<file path="src/rtl/rbf_pkg.sv">
// ----------------------------------------------------------------------------
// rbf_pkg
// shared types and constants for the ring buffer fifo
// ----------------------------------------------------------------------------
package rbf_pkg;

  localparam int DATA_W   = 32;   // push_data / pop_data width
  localparam int CAP_W    = 7;    // capacity register and occupancy width
  localparam int CNT_W    = 32;   // wrapping event counters
  localparam int CMP_W    = 16;   // common width for index and fill compares
  localparam int MODE_W   = 2;
  localparam int STATUS_W = 2;

  localparam logic [CAP_W-1:0] CAP_RESET = 7'd64;

  // operation carried on the input request
  typedef enum logic [MODE_W-1:0] {
    MODE_PUSH  = 2'd0,
    MODE_POP   = 2'd1,
    MODE_CLEAR = 2'd2
  } mode_t;

  // result status code
  typedef enum logic [STATUS_W-1:0] {
    ST_OK    = 2'd0,
    ST_FULL  = 2'd1,
    ST_EMPTY = 2'd2
  } status_t;

  // controller to datapath commands, valid for one cycle
  typedef struct packed {
    logic accept;    // a request is taken this cycle
    logic push;      // store item
    logic refuse;    // push into a full queue
    logic pop;       // read item
    logic underrun;  // pop from an empty queue
    logic clear;     // clear indices, fill level and counters
  } cmd_t;

  // datapath to controller status
  typedef struct packed {
    logic full;
    logic empty;
  } stat_t;

endpackage

</file>
<file path="src/rtl/rbf_ctrl.sv">
// ----------------------------------------------------------------------------
// rbf_ctrl
// request sequencing and output handshake for the ring buffer fifo
// ----------------------------------------------------------------------------
module rbf_ctrl (
  input  logic                          clk,
  input  logic                          rst_n,
  input  logic                          in_tvalid,
  output logic                          in_tready,
  input  logic [rbf_pkg::MODE_W-1:0]    in_mode,
  input  rbf_pkg::stat_t                stat,
  output rbf_pkg::cmd_t                 cmd,
  output logic                          out_tvalid,
  input  logic                          out_tready
);

  typedef enum logic {
    S_IDLE,
    S_READ
  } state_t;

  state_t state_r, state_nxt;
  logic   out_valid_r, out_valid_nxt;
  logic   accept;

  assign in_tready  = (state_r == S_IDLE) && (!out_valid_r || out_tready);
  assign accept     = in_tvalid && in_tready;
  assign out_tvalid = out_valid_r;

  // decode the accepted request
  always_comb begin
    cmd        = '0;
    cmd.accept = accept;
    if (accept) begin
      unique case (rbf_pkg::mode_t'(in_mode))
        rbf_pkg::MODE_PUSH: begin
          cmd.push   = !stat.full;
          cmd.refuse = stat.full;
        end
        rbf_pkg::MODE_POP: begin
          cmd.pop      = !stat.empty;
          cmd.underrun = stat.empty;
        end
        rbf_pkg::MODE_CLEAR: begin
          cmd.clear = 1'b1;
        end
        default: begin
        end
      endcase
    end
  end

  always_comb begin
    state_nxt     = state_r;
    out_valid_nxt = out_valid_r;
    unique case (state_r)
      S_IDLE: begin
        if (out_valid_r && out_tready) begin
          out_valid_nxt = 1'b0;
        end
        if (accept) begin
          if (cmd.pop) begin
            // wait in S_READ for the registered slot read
            state_nxt = S_READ;
          end else begin
            out_valid_nxt = 1'b1;
          end
        end
      end
      S_READ: begin
        state_nxt     = S_IDLE;
        out_valid_nxt = 1'b1;
      end
      default: begin
        state_nxt = S_IDLE;
      end
    endcase
  end

  always_ff @(posedge clk) begin
    if (!rst_n) begin
      state_r     <= S_IDLE;
      out_valid_r <= 1'b0;
    end else begin
      state_r     <= state_nxt;
      out_valid_r <= out_valid_nxt;
    end
  end

endmodule

</file>
<file path="src/rtl/rbf_datapath.sv">
// ----------------------------------------------------------------------------
// rbf_datapath
// slot memory, indices, fill level and event counters
// ----------------------------------------------------------------------------
module rbf_datapath #(
  parameter int DEPTH      = 64,
  parameter int ITEM_BYTES = 4
) (
  input  logic                            clk,
  input  logic                            rst_n,
  input  logic                            cfg_wr_en,
  input  logic [rbf_pkg::CAP_W-1:0]       cfg_wr_data,
  input  rbf_pkg::cmd_t                   cmd,
  input  logic [rbf_pkg::DATA_W-1:0]      push_data,
  output rbf_pkg::stat_t                  stat,
  output logic [rbf_pkg::STATUS_W-1:0]    res_status,
  output logic [rbf_pkg::DATA_W-1:0]      res_pop_data,
  output logic [rbf_pkg::CAP_W-1:0]       res_occupancy,
  output logic [rbf_pkg::CNT_W-1:0]       res_overflow_total,
  output logic [rbf_pkg::CNT_W-1:0]       res_push_total,
  output logic [rbf_pkg::CNT_W-1:0]       res_pop_total
);

  localparam int IDX_W = (DEPTH > 1) ? $clog2(DEPTH) : 1;
  localparam int MEM_W = (ITEM_BYTES >= 4) ? rbf_pkg::DATA_W : ITEM_BYTES * 8;
  localparam int CMP_W = rbf_pkg::CMP_W;

  logic [MEM_W-1:0] mem [DEPTH];
  logic [MEM_W-1:0] rd_data_r;
  logic             pop_flag_r;
  logic [rbf_pkg::STATUS_W-1:0] status_r;

  logic [rbf_pkg::CAP_W-1:0] cap_r;
  logic [IDX_W-1:0]          wr_idx_r, wr_idx_nxt;
  logic [IDX_W-1:0]          rd_idx_r, rd_idx_nxt;
  logic [rbf_pkg::CAP_W-1:0] fill_r;
  logic [rbf_pkg::CNT_W-1:0] ovf_cnt_r, push_cnt_r, pop_cnt_r;

  logic [CMP_W-1:0] cap_ext, eff_cap, wr_inc, rd_inc;
  logic             clr;

  // capacity clamped to 1..DEPTH
  assign cap_ext = CMP_W'(cap_r);
  always_comb begin
    if (cap_r == '0) begin
      eff_cap = CMP_W'(1);
    end else if (cap_ext > CMP_W'(DEPTH)) begin
      eff_cap = CMP_W'(DEPTH);
    end else begin
      eff_cap = cap_ext;
    end
  end

  assign wr_inc     = CMP_W'(wr_idx_r) + CMP_W'(1);
  assign rd_inc     = CMP_W'(rd_idx_r) + CMP_W'(1);
  assign wr_idx_nxt = (wr_inc >= eff_cap) ? '0 : wr_inc[IDX_W-1:0];
  assign rd_idx_nxt = (rd_inc >= eff_cap) ? '0 : rd_inc[IDX_W-1:0];

  assign stat.full  = (CMP_W'(fill_r) >= eff_cap);
  assign stat.empty = (fill_r == '0);

  assign clr = cfg_wr_en || cmd.clear;

  always_ff @(posedge clk) begin
    if (!rst_n) begin
      cap_r      <= rbf_pkg::CAP_RESET;
      wr_idx_r   <= '0;
      rd_idx_r   <= '0;
      fill_r     <= '0;
      ovf_cnt_r  <= '0;
      push_cnt_r <= '0;
      pop_cnt_r  <= '0;
    end else begin
      if (cfg_wr_en) begin
        cap_r <= cfg_wr_data;
      end
      if (clr) begin
        wr_idx_r   <= '0;
        rd_idx_r   <= '0;
        fill_r     <= '0;
        ovf_cnt_r  <= '0;
        push_cnt_r <= '0;
        pop_cnt_r  <= '0;
      end else begin
        if (cmd.push) begin
          wr_idx_r   <= wr_idx_nxt;
          fill_r     <= fill_r + 1'b1;
          push_cnt_r <= push_cnt_r + 1'b1;
        end
        if (cmd.refuse) begin
          ovf_cnt_r <= ovf_cnt_r + 1'b1;
        end
        if (cmd.pop) begin
          rd_idx_r  <= rd_idx_nxt;
          fill_r    <= fill_r - 1'b1;
          pop_cnt_r <= pop_cnt_r + 1'b1;
        end
      end
    end
  end

  // slot memory, registered read
  always_ff @(posedge clk) begin
    if (cmd.push) begin
      mem[wr_idx_r] <= push_data[MEM_W-1:0];
    end
    if (cmd.pop) begin
      rd_data_r <= mem[rd_idx_r];
    end
  end

  // result status held until the next request
  always_ff @(posedge clk) begin
    if (cmd.accept) begin
      pop_flag_r <= cmd.pop;
      if (cmd.refuse) begin
        status_r <= rbf_pkg::ST_FULL;
      end else if (cmd.underrun) begin
        status_r <= rbf_pkg::ST_EMPTY;
      end else begin
        status_r <= rbf_pkg::ST_OK;
      end
    end
  end

  assign res_status         = status_r;
  assign res_pop_data       = pop_flag_r ? rbf_pkg::DATA_W'(rd_data_r) : '0;
  assign res_occupancy      = fill_r;
  assign res_overflow_total = ovf_cnt_r;
  assign res_push_total     = push_cnt_r;
  assign res_pop_total      = pop_cnt_r;

endmodule

</file>
<file path="src/rtl/ring_buffer_fifo.sv">
// ----------------------------------------------------------------------------
// ring_buffer_fifo
// timing: push, clear and no-op results are valid the cycle after the request; a
//   successful pop waits in S_READ for the registered read of the slot memory
// throughput: 1 request per cycle while out_tready is high; pops stall in S_READ
// reset: synchronous; indices, fill level and counters clear, capacity 64
// ----------------------------------------------------------------------------
module ring_buffer_fifo #(
  parameter int DEPTH      = 64,   // built number of slots
  parameter int ITEM_BYTES = 4     // stored bytes per item, at most 4
) (
  input  logic         clk,
  input  logic         rst_n,

  // configuration: capacity register, write clears queue state
  input  logic         cfg_wr_en,
  input  logic [6:0]   cfg_wr_data,

  // request channel
  input  logic         in_tvalid,
  output logic         in_tready,
  input  logic [31:0]  in_tdata,   // [31:0] push_data
  input  logic [1:0]   in_tuser,   // [1:0] mode

  // result channel
  output logic         out_tvalid,
  input  logic         out_tready,
  output logic [135:0] out_tdata,  // [31:0] pop_data, [38:32] occupancy,
                                   // [70:39] overflow_total, [102:71] push_total,
                                   // [134:103] pop_total, [135] zero
  output logic [1:0]   out_tuser   // [1:0] status
);

  rbf_pkg::cmd_t  cmd;
  rbf_pkg::stat_t stat;

  logic [rbf_pkg::DATA_W-1:0] pop_data;
  logic [rbf_pkg::CAP_W-1:0]  occupancy;
  logic [rbf_pkg::CNT_W-1:0]  overflow_total, push_total, pop_total;

  // controller: accepts a request, issues commands, runs the output handshake
  rbf_ctrl u_ctrl (
    .clk        (clk),
    .rst_n      (rst_n),
    .in_tvalid  (in_tvalid),
    .in_tready  (in_tready),
    .in_mode    (in_tuser),
    .stat       (stat),
    .cmd        (cmd),
    .out_tvalid (out_tvalid),
    .out_tready (out_tready)
  );

  // datapath: slots, wrapping indices, fill level, counters
  rbf_datapath #(
    .DEPTH      (DEPTH),
    .ITEM_BYTES (ITEM_BYTES)
  ) u_datapath (
    .clk                (clk),
    .rst_n              (rst_n),
    .cfg_wr_en          (cfg_wr_en),
    .cfg_wr_data        (cfg_wr_data),
    .cmd                (cmd),
    .push_data          (in_tdata),
    .stat               (stat),
    .res_status         (out_tuser),
    .res_pop_data       (pop_data),
    .res_occupancy      (occupancy),
    .res_overflow_total (overflow_total),
    .res_push_total     (push_total),
    .res_pop_total      (pop_total)
  );

  // occupancy and counters are read live: no new request is taken while a
  // result waits, so they still hold the post-request values
  assign out_tdata = {1'b0, pop_total, push_total, overflow_total, occupancy, pop_data};

  // queue never holds more than the built depth
  a_occ_bound: assert property (@(posedge clk) disable iff (!rst_n)
    (32'(occupancy) <= DEPTH))
    else $error("occupancy above depth");

  // an empty-pop result returns no data
  a_empty_zero: assert property (@(posedge clk) disable iff (!rst_n)
    (out_tvalid && (out_tuser == rbf_pkg::ST_EMPTY)) |-> (pop_data == '0))
    else $error("data on empty pop");

  // a request that is not a successful pop has its result next cycle
  a_fast_result: assert property (@(posedge clk) disable iff (!rst_n)
    (cmd.accept && !cmd.pop) |=> out_tvalid)
    else $error("missing result after request");

  // no request taken while a result is stalled
  a_no_overrun: assert property (@(posedge clk) disable iff (!rst_n)
    !(in_tready && out_tvalid && !out_tready))
    else $error("request taken over stalled result");

endmodule
</file>
<file path="config.mk">
export PLATFORM = sky130hd
export DESIGN_NAME = ring_buffer_fifo
export DESIGN_NICKNAME = d
export VERILOG_FILES = /design/src/rtl/rbf_pkg.sv /design/src/rtl/rbf_ctrl.sv /design/src/rtl/rbf_datapath.sv /design/src/rtl/ring_buffer_fifo.sv
export SDC_FILE = /design/constraint.sdc
export NUM_CORES = 2
export LEC_CHECK = 0
export ABC_AREA = 0
export BUFFER_PORTS_ARGS = -buffer_cell sky130_fd_sc_hd__buf_2
export CAP_MARGIN = 5
export CORE_ASPECT_RATIO = 1.2
export CORE_MARGIN = 1
export CORE_UTILIZATION = 35
export DETAILED_ROUTE_END_ITERATION = 16
export PLACE_DENSITY = 0.55
export SLEW_MARGIN = 20
export SYNTH_ARGS = -nofsm -noshare
export SYNTH_HDL_FRONTEND = slang
export SYNTH_SLANG_ARGS = --single-unit
</file>
<file path="constraint.sdc">
create_clock -name clk -period 14.15 [get_ports clk]
set_input_delay 2.1225 -clock clk [delete_from_list [all_inputs] [get_ports clk]]
set_output_delay 2.1225 -clock clk [all_outputs]
set_load 0.02 [all_outputs]
</file>
==> run_results.csv <==
group,metric,value,unit
synth,post_synth_top_flop,"edfxtp_1",
synth,synth_compound_gate_area_share,3.71,%
pwr,clkPwrFrac,43.4,%
final_layout,stdcell_count,7981,
sta,clock-skew-final,66.9,ps
routing,drt_first_iter_violations,4712,
pwr,power.net_switching,2610,uW
sta,setup-violations-final,0,
routing,number_of_nets_with_antenna_violations_after_routing,0,
synth,synth_top_area_share,73.1,%
sta,timing.setup.tns,0,ps
cts,postCtsSetupBuffers,0,
worst_setup_path,critical_path.max_fanout,5,
sta,report.final.hold_viol_count,0,
pwr,p_int,10400,uW
floorplanning,fp.dieW,453,um
cts,cts_hold_buf,0,
pwr,swShare,20.1,%
min_path,hold_path_class,"reg2reg",
synth,yosys.area.top_type,"edfxtp_1",
worst_setup_path,timing.critical_path.required,12030,ps
worst_setup_path,critical_path_buf_inv_count,2,
routing,drc,0,
cts,clock_latency,890,ps
sta,finalHoldWorstSlack,496,ps
worst_setup_path,crit_family,"simple AND/OR/NAND/NOR gates",
placed_design,hpwl,144,mm
sta,timing.final.crit_share,34.5,%
placed_design,buffer_ports.inserted,184,
cts,cts.reportedPaths.clkPinSlew,60,ps
synth,synthMuxAreaShare,14.3,%
worst_setup_path,startpoint_type,"input port",
routing,postRouteWirelength,240,mm
synth,synth_xor_xnor_area_share,0.768,%
synth,synth_area_per_cell,19.9,um2
worst_setup_path,worstPathArrival,2750,ps
floorplanning,standard_cell_row_count,198,
sta,worst_pin_slew,1210,ps
worst_setup_path,crit_path_cell_trace,"buf_2 -> nand2b_2 -> and2_1 -> buf_2",
routing,routedWlPerCell,30.1,um
grt,gr_ovfl_total,0,
final_layout,final_nets,4669,
routing,vias,43500,
grt,grt_antenna_before_repair,17,
cts,ctsHtreeMaxLevel,4,
final_layout,synthToLayoutAreaGrowth,15.0,%
grt,track_usage,19.2,%
synth,synthesis.yosys.warnings,0,
pwr,p_comb_share,1.6,%
routing,drt_pre_antenna_iters,5,
grt,first_global_vias,43000,
routing,vias_per_cell,5.45,
sta,max_freq,0.205,GHz
worst_setup_path,crit_slowest_cell,"nand2b_2",
sta,slew_headroom,19.1,%
synth,synthSimpleGateAreaFrac,3.43,%
synth,post_synthesis_async_set_or_reset_flop_share,0,%
synth,seq_area_frac_synth,76.0,%
floorplanning,die_h,543,um
cts,numCtsBuffers,214,
job,cap_viol_max_count,0,
synth,post_synth_edffs,2083,
cts,tritoncts,"done",
pwr,leakage,0.0295,uW
grt,grt_start_max_net_pins,104,
pwr,power.share.sequential,55.0,%
synth,synth.ff_latch_count,2207,
placed_design,dpl.cell_count,7555,
worst_setup_path,criticalPathCategory,"in2out",
floorplanning,core_region_area,243000,um2
worst_setup_path,critPathMostFrequentCell,"buf_2",
cts,clock_tree.buffer_depth,4,
floorplanning,design.die.area,246000,um2
run_status,run_status,"finished clean",
synth,yosys-top-cells-area,"edfxtp_1, mux4_2, dfxtp_1, mux2i_1, o21ai_0",
cts,post_cts_resized,0,
synth,syn_area,85500,um2
final_layout,nFillCells,21400,
pwr,p_per_area,132,nW/um2
final_layout,layout-drive-gt1-share,24.8,%
synth,post_synthesis_adder_cell_area_fraction,0.477,%
synth,synth_top_family_by_area,"multiplexers",
worst_setup_path,setup.worst_path.end_class,"output port",
synth,syn-instance-count,4301,
sta,layout_min_cycle_time,4880,ps
floorplanning,pin_count,186,
cts,clock_sink_count,2207,
sta,report.final.slew_viol_count,0,
worst_setup_path,cpPeakStageDelay,200,ps
placed_design,gp_congestion,0.841,
pwr,irDropWorstVdd,0.0000976,V
grt,wire_length_of_the_first_global_routing_pass,335,mm
floorplanning,floorplan.initialDensity,35.2,%
synth,ys_types,65,
cts,cts_root_buf,"clkbuf_16",
synth,syn_nets,4379,
sta,unrepaired_setup_endpoints_after_global_routing,"false",
-- per-stage QoR --
step	power, uW	setup slack, ps	utilization (%)	cell area, um2
2_1_floorplan	7320	7520	-	85500
3_3_place_gp	7490	8600	37.4	90800
3_5_place_dp	7500	8530	37.5	91100
4_1_cts	13100	9280	40.3	97800
5_1_grt	13300	9260	40.5	98400
6_report	13000	9270	40.5	98400
-- cells in the mapped netlist, drive strengths merged (5+ instances only) --
cell    instances
a22oi           5
ha             31
nor3           66
mux4          456
nand3          39
a21oi          72
or4             5
inv            31
a221oi         64
a21o            6
or3            25
mux2i         162
nand2b         13
nand4          25
clkbuf        136
nor4           33
nor3b           5
and3           10
a211oi         35
mux2           27
nand2         118
o22ai          64
nand3b          6
o211a          29
edfxtp       2083
buf           100
xor2            8
xnor2          67
and2           43
nor2b          11
nor2          184
dfxtp         124
o21ai         145
o221ai         32
-- placed cells by master (no fill, tap or decap), types with 14 or more instances in the layout --
cell type / synthesis / final
inv_1: 30 / 30
clkinv_1: 0 / 48
buf_16: 0 / 18
o21ai_0: 144 / 137
a211oi_1: 35 / 30
mux2_2: 27 / 27
and2_1: 43 / 42
nand3_1: 39 / 39
nand4_1: 24 / 24
ha_1: 31 / 31
xnor2_1: 67 / 67
o221ai_1: 32 / 32
mux4_2: 456 / 456
o22ai_1: 64 / 64
diode_2: 0 / 24
buf_2: 67 / 154
bufinv_16: 0 / 22
dfxtp_1: 124 / 119
clkinv_2: 0 / 34
a221oi_1: 64 / 64
clkbuf_1: 136 / 48
nor3_1: 65 / 62
buf_4: 6 / 124
nand2_1: 117 / 117
edfxtp_1: 2083 / 2083
clkbuf_16: 0 / 218
buf_12: 0 / 14
a21oi_1: 72 / 72
or3_1: 24 / 24
o211a_1: 29 / 29
nor2_1: 184 / 128
nor2_4: 0 / 56
mux2i_1: 162 / 162
nor4_1: 32 / 24
-- sequential cells by signal, indices dropped and copies added, names as in the netlist, 2 cells and up --
signal,cells
u_datapath.rd_data_r,32
u_datapath.res_overflow_total,32
u_datapath.res_status,2
u_datapath.res_pop_total,32
u_datapath.res_push_total,32
u_datapath.mem,2048
u_datapath.rd_idx_r,6
u_datapath.wr_idx_r,6
u_datapath.res_occupancy,7
u_datapath.cap_r,7
-- power groups by stage --
stage / combinational, uW / sequential (uW) / clock [uW]
6_report: 205 / 7140 / 5640
2_1_floorplan: 38.8 / 7280 / 0
3_3_place_gp: 205 / 7280 / 0
3_5_place_dp: 212 / 7280 / 0
4_1_cts: 212 / 7140 / 5750
5_1_grt: 217 / 7140 / 5970
-- layer usage --
metal  vias to the layer above  share of wire (%)  track usage (%)
met4                         2                3.8             7.22
li1                      18400                  -                -
met1                     23300                 40             25.6
met3                       312                6.4             2.71
met2                      1577                 49             31.8
met5                         -             0.0037                0
-- cells by family after synthesis --
kind of cell	count (synthesis)
multiplexers	645
XOR/XNOR	75
flip-flops	2207
other	1
adder cells (fa/ha/maj)	32
buffers and inverters	267
AND/OR/NAND/NOR	596
AO/OA/AOI/OAI	478
-- path summary, 6_finish.rpt --
check,from,end,slack (ps),cells after the start
min reg2reg,u_datapath.res_pop_total[31]$_SDFFE_PP0P_,u_datapath.res_pop_total[31]$_SDFFE_PP0P_,500,2
min,u_datapath.res_pop_total[31]$_SDFFE_PP0P_,u_datapath.res_pop_total[31]$_SDFFE_PP0P_,500,2
max reg2reg,u_datapath.rd_idx_r[0]$_SDFFE_PP0P_,u_datapath.rd_data_r[23]$_DFFE_PP_,9570,7
max,out_tready,in_tready,9270,4
-- worst reg2reg max path: stages, from the launching register on --
cell	delay, ps
dfxtp_4	810
buf_12	580
buf_4	960
mux4_2	600
and2_1	160
a211oi_1	430
o22ai_1	480
and3_1	300
-- layout make-up --
class | instances | area [um2] | share of cell area [%]
sequential | 2207 | 65000 | 66.1
multi-input combinational | 1827 | 19900 | 20.2
clock buffer | 267 | 5650 | 5.74
tap | 3200 | 4000 | 4.07
timing repair buffer | 310 | 2480 | 2.52
clock inverter | 115 | 1110 | 1.12
inverter | 31 | 116 | 0.118
antenna | 24 | 60.1 | 0.0610
No activity file was read; power rests on OpenSTA's default activity.
